`config.mk`:
```
export PLATFORM = sky130hd
export DESIGN_NAME = word_shingle_fnv1a_fingerprint
export DESIGN_NICKNAME = d
export VERILOG_FILES = /design/src/rtl/core/wsf_pkg.sv /design/src/rtl/core/wsf_ring.sv /design/src/rtl/core/word_shingle_fnv1a_fingerprint.sv
export SDC_FILE = /design/constraint.sdc
export NUM_CORES = 2
export LEC_CHECK = 0
export BUFFER_PORTS_ARGS = -buffer_cell sky130_fd_sc_hd__buf_2
export CORE_MARGIN = 8
export CORE_UTILIZATION = 25
export DETAILED_ROUTE_END_ITERATION = 10
export SLEW_MARGIN = 10
export SYNTH_ARGS = -nofsm -noshare
export SYNTH_HDL_FRONTEND = slang
export SYNTH_SLANG_ARGS = --single-unit
```
`constraint.sdc`:
```
create_clock -name i_clk -period 6.6 [get_ports i_clk]
set_clock_uncertainty 0.2 [all_clocks]
set_input_delay 0.66 -clock i_clk [delete_from_list [all_inputs] [get_ports i_clk]]
set_output_delay 0.66 -clock i_clk [all_outputs]
set_load 0.01 [all_outputs]
```
`src/rtl/core/wsf_pkg.sv`:
```
package wsf_pkg;

    localparam int HASH_W = 64;
    localparam int BYTE_W = 8;
    localparam int WIN_W  = 5;

    localparam int MAX_WINDOW_DEF = 20;
    localparam int WINDOW_MIN     = 2;
    localparam int WINDOW_RESET   = 5;

    localparam logic [HASH_W-1:0] FNV_BASIS = 64'hCBF2_9CE4_8422_2325;

    // prime is 2^40 + 0x1b3, so the multiply is a handful of shifted adds
    function automatic logic [HASH_W-1:0] fnv_step(
        input logic [HASH_W-1:0] acc,
        input logic [HASH_W-1:0] val
    );
        logic [HASH_W-1:0] x;
        x = acc ^ val;
        return x + (x << 1) + (x << 4) + (x << 5) + (x << 7) + (x << 8) + (x << 40);
    endfunction

    function automatic logic is_separator(input logic [BYTE_W-1:0] c);
        return (c == 8'h20) || ((c >= 8'h09) && (c <= 8'h0D));
    endfunction

endpackage

```
`src/rtl/core/wsf_ring.sv`:
```
module wsf_ring #(
    parameter int DEPTH = 20
) (
    input  logic                         i_clk,
    input  logic                         i_wr_en,
    input  logic [$clog2(DEPTH)-1:0]     i_wr_addr,
    input  logic [wsf_pkg::HASH_W-1:0]   i_wr_data,
    input  logic                         i_rd_en,
    input  logic [$clog2(DEPTH)-1:0]     i_rd_addr,
    output logic [wsf_pkg::HASH_W-1:0]   o_rd_data
);
    import wsf_pkg::*;

    logic [HASH_W-1:0] r_mem [DEPTH];
    logic [HASH_W-1:0] r_rd_data;

    always_ff @(posedge i_clk) begin
        if (i_wr_en) begin
            r_mem[i_wr_addr] <= i_wr_data;
        end
    end

    always_ff @(posedge i_clk) begin
        if (i_rd_en) begin
            r_rd_data <= r_mem[i_rd_addr];
        end
    end

    assign o_rd_data = r_rd_data;

endmodule

```
`src/rtl/core/word_shingle_fnv1a_fingerprint.sv`:
```
// channel    | direction | handshake                  | payload
// -----------+-----------+----------------------------+-----------------------------------------
// text in    | input     | i_in_valid / o_in_stall    | i_text_byte, i_end_of_text
// result out | output    | o_out_valid / i_out_stall  | o_fingerprint, o_fingerprint_valid,
//            |           |                            | o_last_result
// config     | input     | psel/penable/pwrite/pready | paddr, pwdata, prdata (window_words @ 0)
//
// a byte inside a word or between words is taken in S_IDLE without leaving it
// a word end goes to S_CLOSE to push the word hash into the ring memory, then, with a full
// window, to S_COMB for the combine (one ring read and one fnv step per word, issued
// in turn through the single read port of the ring), then to S_EMIT to load the result
// an end-of-text byte that closes no word goes straight to S_EMIT (marker result)
// reset is synchronous and active low; the ring memory is not cleared, only written
// entries are ever read; a stalled result stays in the output register while
// the next text bytes are still taken in

module word_shingle_fnv1a_fingerprint #(
    parameter int MAX_WINDOW = wsf_pkg::MAX_WINDOW_DEF
) (
    input  logic                          i_clk,
    input  logic                          i_rst_n,
    // text in
    input  logic                          i_in_valid,
    output logic                          o_in_stall,
    input  logic [wsf_pkg::BYTE_W-1:0]    i_text_byte,
    input  logic                          i_end_of_text,
    // result out
    output logic                          o_out_valid,
    input  logic                          i_out_stall,
    output logic [wsf_pkg::HASH_W-1:0]    o_fingerprint,
    output logic                          o_fingerprint_valid,
    output logic                          o_last_result,
    // config
    input  logic                          psel,
    input  logic                          penable,
    input  logic                          pwrite,
    input  logic [2:0]                    paddr,
    input  logic [31:0]                   pwdata,
    output logic [31:0]                   prdata,
    output logic                          pready
);
    import wsf_pkg::*;

    localparam int SLOT_W  = $clog2(MAX_WINDOW);
    localparam int SEEN_W  = $clog2(MAX_WINDOW + 1);
    localparam int SUM_W   = ($clog2(2 * MAX_WINDOW) > WIN_W) ? $clog2(2 * MAX_WINDOW)
                                                               : WIN_W + 1;
    localparam logic [0:0] REG_WINDOW = 1'b0;

    typedef enum logic [1:0] {
        S_IDLE,
        S_CLOSE,
        S_COMB,
        S_EMIT
    } t_state;

    t_state            r_state;
    logic [WIN_W-1:0]  r_window;
    logic [HASH_W-1:0] r_word_hash;
    logic              r_in_word;
    logic [SLOT_W-1:0] r_slot;
    logic [SEEN_W-1:0] r_seen;
    logic              r_last;
    logic              r_fp_valid;
    logic [HASH_W-1:0] r_acc;
    logic [SLOT_W-1:0] r_rd_addr;
    logic [WIN_W-1:0]  r_issue_left;
    logic [WIN_W-1:0]  r_acc_left;
    logic              r_rd_vld;
    logic              r_out_valid;
    logic [HASH_W-1:0] r_out_fp;
    logic              r_out_fp_valid;
    logic              r_out_last;

    logic              in_acc;
    logic              out_free;
    logic              cfg_wr;
    logic [WIN_W-1:0]  cfg_win;
    logic [SLOT_W-1:0] n_slot;
    logic [SEEN_W-1:0] n_seen;
    logic [SLOT_W-1:0] n_start;
    logic [SUM_W-1:0]  start_sum;
    logic              close_full;
    logic              rd_en;
    logic [HASH_W-1:0] rd_data;
    logic [HASH_W-1:0] comb_step;

    assign in_acc     = i_in_valid && !o_in_stall;
    assign out_free   = !r_out_valid || !i_out_stall;
    assign o_in_stall = (r_state != S_IDLE);

    // config port: single register, clamped to the supported window range
    assign pready = 1'b1;
    assign cfg_wr = psel && penable && pwrite && (paddr[2:2] == REG_WINDOW);

    always_comb begin
        cfg_win = pwdata[WIN_W-1:0];
        if (cfg_win < WIN_W'(WINDOW_MIN)) begin
            cfg_win = WIN_W'(WINDOW_MIN);
        end else if (SUM_W'(cfg_win) > SUM_W'(MAX_WINDOW)) begin
            cfg_win = WIN_W'(MAX_WINDOW);
        end
    end

    always_comb begin
        prdata = '0;
        if (paddr[2:2] == REG_WINDOW) begin
            prdata = {{(32 - WIN_W){1'b0}}, r_window};
        end
    end

    // ring pointer, word count and oldest slot of the window after a word push
    always_comb begin
        n_slot = (r_slot == SLOT_W'(MAX_WINDOW - 1)) ? '0 : r_slot + 1'b1;
        n_seen = (r_seen == SEEN_W'(MAX_WINDOW)) ? r_seen : r_seen + 1'b1;
        close_full = (SUM_W'(n_seen) >= SUM_W'(r_window));
        start_sum = SUM_W'(n_slot) + SUM_W'(MAX_WINDOW) - SUM_W'(r_window);
        if (start_sum >= SUM_W'(MAX_WINDOW)) begin
            start_sum = start_sum - SUM_W'(MAX_WINDOW);
        end
        n_start = start_sum[SLOT_W-1:0];
    end

    assign rd_en     = (r_state == S_COMB) && (r_issue_left != '0);
    assign comb_step = fnv_step(r_acc, rd_data);

    wsf_ring #(
        .DEPTH (MAX_WINDOW)
    ) u_ring (
        .i_clk     (i_clk),
        .i_wr_en   (r_state == S_CLOSE),
        .i_wr_addr (r_slot),
        .i_wr_data (r_word_hash),
        .i_rd_en   (rd_en),
        .i_rd_addr (r_rd_addr),
        .o_rd_data (rd_data)
    );

    always_ff @(posedge i_clk) begin
        if (!i_rst_n) begin
            r_state        <= S_IDLE;
            r_window       <= WIN_W'(WINDOW_RESET);
            r_word_hash    <= FNV_BASIS;
            r_in_word      <= 1'b0;
            r_slot         <= '0;
            r_seen         <= '0;
            r_last         <= 1'b0;
            r_fp_valid     <= 1'b0;
            r_issue_left   <= '0;
            r_acc_left     <= '0;
            r_rd_vld       <= 1'b0;
            r_out_valid    <= 1'b0;
        end else begin
            if (cfg_wr) begin
                r_window <= cfg_win;
            end
            r_rd_vld <= rd_en;
            // in S_EMIT the output register is reloaded below instead
            if (r_out_valid && !i_out_stall && (r_state != S_EMIT)) begin
                r_out_valid <= 1'b0;
            end

            case (r_state)
                S_IDLE: begin
                    if (in_acc) begin
                        r_last <= i_end_of_text;
                        if (is_separator(i_text_byte)) begin
                            if (r_in_word) begin
                                r_state <= S_CLOSE;
                            end else if (i_end_of_text) begin
                                // end marker with no window hash
                                r_fp_valid <= 1'b0;
                                r_state    <= S_EMIT;
                            end
                        end else begin
                            r_word_hash <= fnv_step(r_word_hash, HASH_W'(i_text_byte));
                            r_in_word   <= 1'b1;
                            if (i_end_of_text) begin
                                r_state <= S_CLOSE;
                            end
                        end
                    end
                end
                S_CLOSE: begin
                    // ring write happens this cycle at r_slot
                    r_slot      <= n_slot;
                    r_seen      <= n_seen;
                    r_word_hash <= FNV_BASIS;
                    r_in_word   <= 1'b0;
                    r_fp_valid  <= 1'b0;
                    if (close_full) begin
                        r_acc        <= FNV_BASIS;
                        r_rd_addr    <= n_start;
                        r_issue_left <= r_window;
                        r_acc_left   <= r_window;
                        r_state      <= S_COMB;
                    end else if (r_last) begin
                        r_state <= S_EMIT;
                    end else begin
                        r_state <= S_IDLE;
                    end
                end
                S_COMB: begin
                    if (rd_en) begin
                        r_issue_left <= r_issue_left - 1'b1;
                        r_rd_addr    <= (r_rd_addr == SLOT_W'(MAX_WINDOW - 1)) ?
                                        '0 : r_rd_addr + 1'b1;
                    end
                    if (r_rd_vld) begin
                        r_acc      <= comb_step;
                        r_acc_left <= r_acc_left - 1'b1;
                        if (r_acc_left == WIN_W'(1)) begin
                            r_fp_valid <= 1'b1;
                            r_state    <= S_EMIT;
                        end
                    end
                end
                S_EMIT: begin
                    if (out_free) begin
                        r_out_valid    <= 1'b1;
                        r_out_fp       <= r_fp_valid ? r_acc : '0;
                        r_out_fp_valid <= r_fp_valid;
                        r_out_last     <= r_last;
                        r_state        <= S_IDLE;
                        if (r_last) begin
                            // next byte starts a new text
                            r_slot <= '0;
                            r_seen <= '0;
                        end
                    end
                end
                default: begin
                    r_state <= S_IDLE;
                end
            endcase
        end
    end

    assign o_out_valid         = r_out_valid;
    assign o_fingerprint       = r_out_fp;
    assign o_fingerprint_valid = r_out_fp_valid;
    assign o_last_result       = r_out_last;

`ifndef SYNTHESIS
    a_last_goes_busy: assert property (@(posedge i_clk) disable iff (!i_rst_n)
        in_acc && i_end_of_text |=> r_state != S_IDLE)
        else $error("end-of-text request did not start a result");

    a_seen_bound: assert property (@(posedge i_clk) disable iff (!i_rst_n)
        SUM_W'(r_seen) <= SUM_W'(MAX_WINDOW))
        else $error("word count above ring depth");

    a_window_range: assert property (@(posedge i_clk) disable iff (!i_rst_n)
        r_window >= WIN_W'(WINDOW_MIN) && SUM_W'(r_window) <= SUM_W'(MAX_WINDOW))
        else $error("window size out of range");

    a_reads_lead: assert property (@(posedge i_clk) disable iff (!i_rst_n)
        r_issue_left <= r_acc_left)
        else $error("combine consumed more words than were read");

    a_mid_text_valid: assert property (@(posedge i_clk) disable iff (!i_rst_n)
        r_out_valid && !r_out_last |-> r_out_fp_valid)
        else $error("mid-text result without a fingerprint");
`endif

endmodule
```
==> impl_metrics.ini <==
[placed_design]
hpwlAfterDp_um = 133000
routabilityCongestion = 0.877
pre_cts_ws_ns = 0.207
portBuffers = 94
placed_cells = 9624

[sta]
worst_pin_slew_ns = 1.11
fin_crit_sh = 0.933
max_freq_ghz = 0.162
finalCriticalPeriod_ns = 6.16
relSlewSlack = 0.260
finalSetupViolCount = 0
rsz0062_at_grt = false
hold_violations = 0
report.final.slew_viol_count = 0
fin_setup_tns_ns = 0
setup_slack_ns = 0.444

[clock_tree]
clkTransAtPathRegs_ns = 0.06
cts_buffers = 158
root_buffer = clkbuf_16
cts_sinks = 1575
post_cts_buffers = 0
htree_levels = 4
insertion_delay_ns = 0.79
tritoncts = done
cts_max_path_buffers = 3

[grt]
grt_first_pass_wirelength_um = 303000
grt_max_degree = 114
overflow = 0
grt_pass1_vias = 46900
antenna_found_initial = 19
grt.total_usage = 0.116

[route]
ant_nets = 0
firstDrtPassIters = 5
vias = 44400
drc = 0
wl_um = 203000
detail_route.wl_per_cell_um = 20.4
dr.first_iter.drc_count = 3694
viasPerCell = 4.48

[worst_setup_path]
crit_chain = xor2_2 > ha_1 > a21o_1 > fa_1 > inv_1 > fa_1 > inv_1 > ha_1 > ha_1 > a21oi_1 > nand2_1 > o21ai_2 > o21ai_2 > a41o_1 > buf_4 > a211oi_2 > o21ai_1 > a211o_1 > a31oi_1 > mux2i_1
crit_buf_inv = 3
worst-path-stages = 20
crit_slowest_cell = fa_1
worst-setup-path-type = register to register
path_delay_family = compound AO/OA/AOI/OAI gates
slowest_delay_ns = 0.50
start_kind = register
cp_common_cell = ha_1
end_kind = register
critPathMaxFanout = 7
cp_data_required_time_ns = 6.92
ff2ff_path_depth = 20
worstPathArrival_ns = 6.48

[logic_synthesis]
seq_area_frac_synth = 0.570
ys_seq_elements = 1575
syn_area_per_cell_um2 = 15.6
yosys.cell_types.count = 86
synth_top_family_by_area = adder cells
synth-edff-count = 1479
async_flop_share = 0
synthAdderAreaFrac = 0.151
synthMuxAreaShare = 0.116
syn_area_mm2 = 0.0813
synth_top_flop_cell = edfxtp_1
ys_warn_count = 0
synth_xor_area_frac = 0.0352
syn_inst = 5204
yosys.area_share.simple = 0.0360
synth_compound_area_frac = 0.0498

[layout]
layout_commonest_cell = edfxtp_1
syn_to_final_growth_pct = 15.0
layout_common_cells = edfxtp_1, inv_1, fa_1
instances_no_fill = 9919
nets = 6225
fillers = 32200
drive_gt1_frac = 0.182

[worst_hold_path]
hold_depth = 4
hp-class = input pin to register

[die]
dieWidth_um = 586
rows = 209
die_y_um = 586
die_area_mm2 = 0.344
core_mm2 = 0.324
num_io_pins = 152
start_util = 0.251

[status]
status = finished clean

[run]
cap_viol_max_count = 0
cell type report:
type                       count  area [um2]  area share
clock buffer                 206        4230      0.0452
inverter                     661        2490      0.0266
antenna                        7        17.5    0.000187
clock inverter                75         941      0.0101
sequential                  1575       46300       0.495
timing repair buffer         292        2190      0.0234
tap                         4325        5410      0.0579
multi-input combinational   2778       31900       0.341
cells in the mapped netlist (all sizes together), types with 8 or more instances:
library cell | n | area share
edfxtp | 1479 | 0.55
a221oi | 8 | 0.0012
nor2b | 17 | 0.0013
mux4 | 384 | 0.11
nand3 | 32 | 0.0020
a21o | 109 | 0.010
mux2i | 9 | 0.0011
nor2 | 190 | 0.0088
o21ai | 96 | 0.0061
and2 | 78 | 0.0060
ha | 285 | 0.044
xnor2 | 161 | 0.017
dfxtp | 96 | 0.024
nand2 | 172 | 0.0079
and3 | 21 | 0.0016
nand4 | 21 | 0.0017
nor3b | 8 | 0.00074
xor2 | 163 | 0.018
fa | 423 | 0.10
or3 | 9 | 0.00069
nor3 | 29 | 0.0018
o22ai | 27 | 0.0021
inv | 660 | 0.030
a21oi | 191 | 0.012
a31oi | 21 | 0.0016
a22oi | 39 | 0.0036
buf | 83 | 0.0053
maj3 | 26 | 0.0032
o21bai | 23 | 0.0021
nand2b | 20 | 0.0015
a211oi | 15 | 0.0014
clkbuf | 133 | 0.0061
o21a | 17 | 0.0016
mux2 | 64 | 0.0089
worst paths after layout:
check,to,slack [ns],start
max,r_acc[59]$_SDFFCE_PN1P_,0.44,u_ring.o_rd_data[0]$_DFFE_PP_
min,r_window[3]$_SDFFE_PN0P_,0.11,pwdata[3]
max reg2reg,r_acc[59]$_SDFFCE_PN1P_,0.44,u_ring.o_rd_data[0]$_DFFE_PP_
min reg2reg,r_acc_left[4]$_SDFFE_PN0P_,0.28,r_acc_left[4]$_SDFFE_PN0P_
tightest hold or removal path: stages:
cell	delay [ns]
buf_2	0.11
nor3b_1	0.13
a21oi_1	0.11
nor2_1	0.04
per-layer routing:
metal	GRT usage	routed length [um]	up-vias
met5	0	54	-
met1	0.153	87500	23300
li1	-	-	19500
met3	0.0174	11300	287
met2	0.200	98900	1295
met4	0.0333	5130	8
kinds of logic after synthesis:
logic type	count (synthesis)
muxes	457
and+or+nand+nor	616
other	2
adders and majority gates	734
AOI/OAI and AO/OA	618
xor gates and xnor gates	325
buffers and inverters	877
DFF	1575
sequential cells by signal, indices dropped and copies added (netlist names):
signal and cells:
o_fingerprint 64, o_fingerprint_valid 1, o_last_result 1, o_out_valid 1, r_acc 64, r_acc_left 5, r_fp_valid 1, r_in_word 1
r_issue_left 5, r_last 1, r_rd_addr 5, r_rd_vld 1, r_seen 5, r_slot 5, r_state 2, r_window 5
r_word_hash 64, u_ring.o_rd_data 64, u_ring.r_mem 1280
per-stage QoR:
step	util	area, um2	hold WS (ns)
detailed placement	0.272	88300	0.271
global route	0.289	93500	0.110
CTS	0.289	93500	0.0324
global placement	0.272	88200	0.267
finish	0.289	93500	0.112
floorplan	-	81400	0.237
timing repair:
action / CTS / global route
endpoints found under the hold margin: 6 / 0
setup endpoints to repair: 0 / 11
resized for setup: 0 / 4
hold buffers: 7 / 0
Power is not shown: default switching activity piles up to over one toggle a cycle in this logic, so the estimate is an artifact.
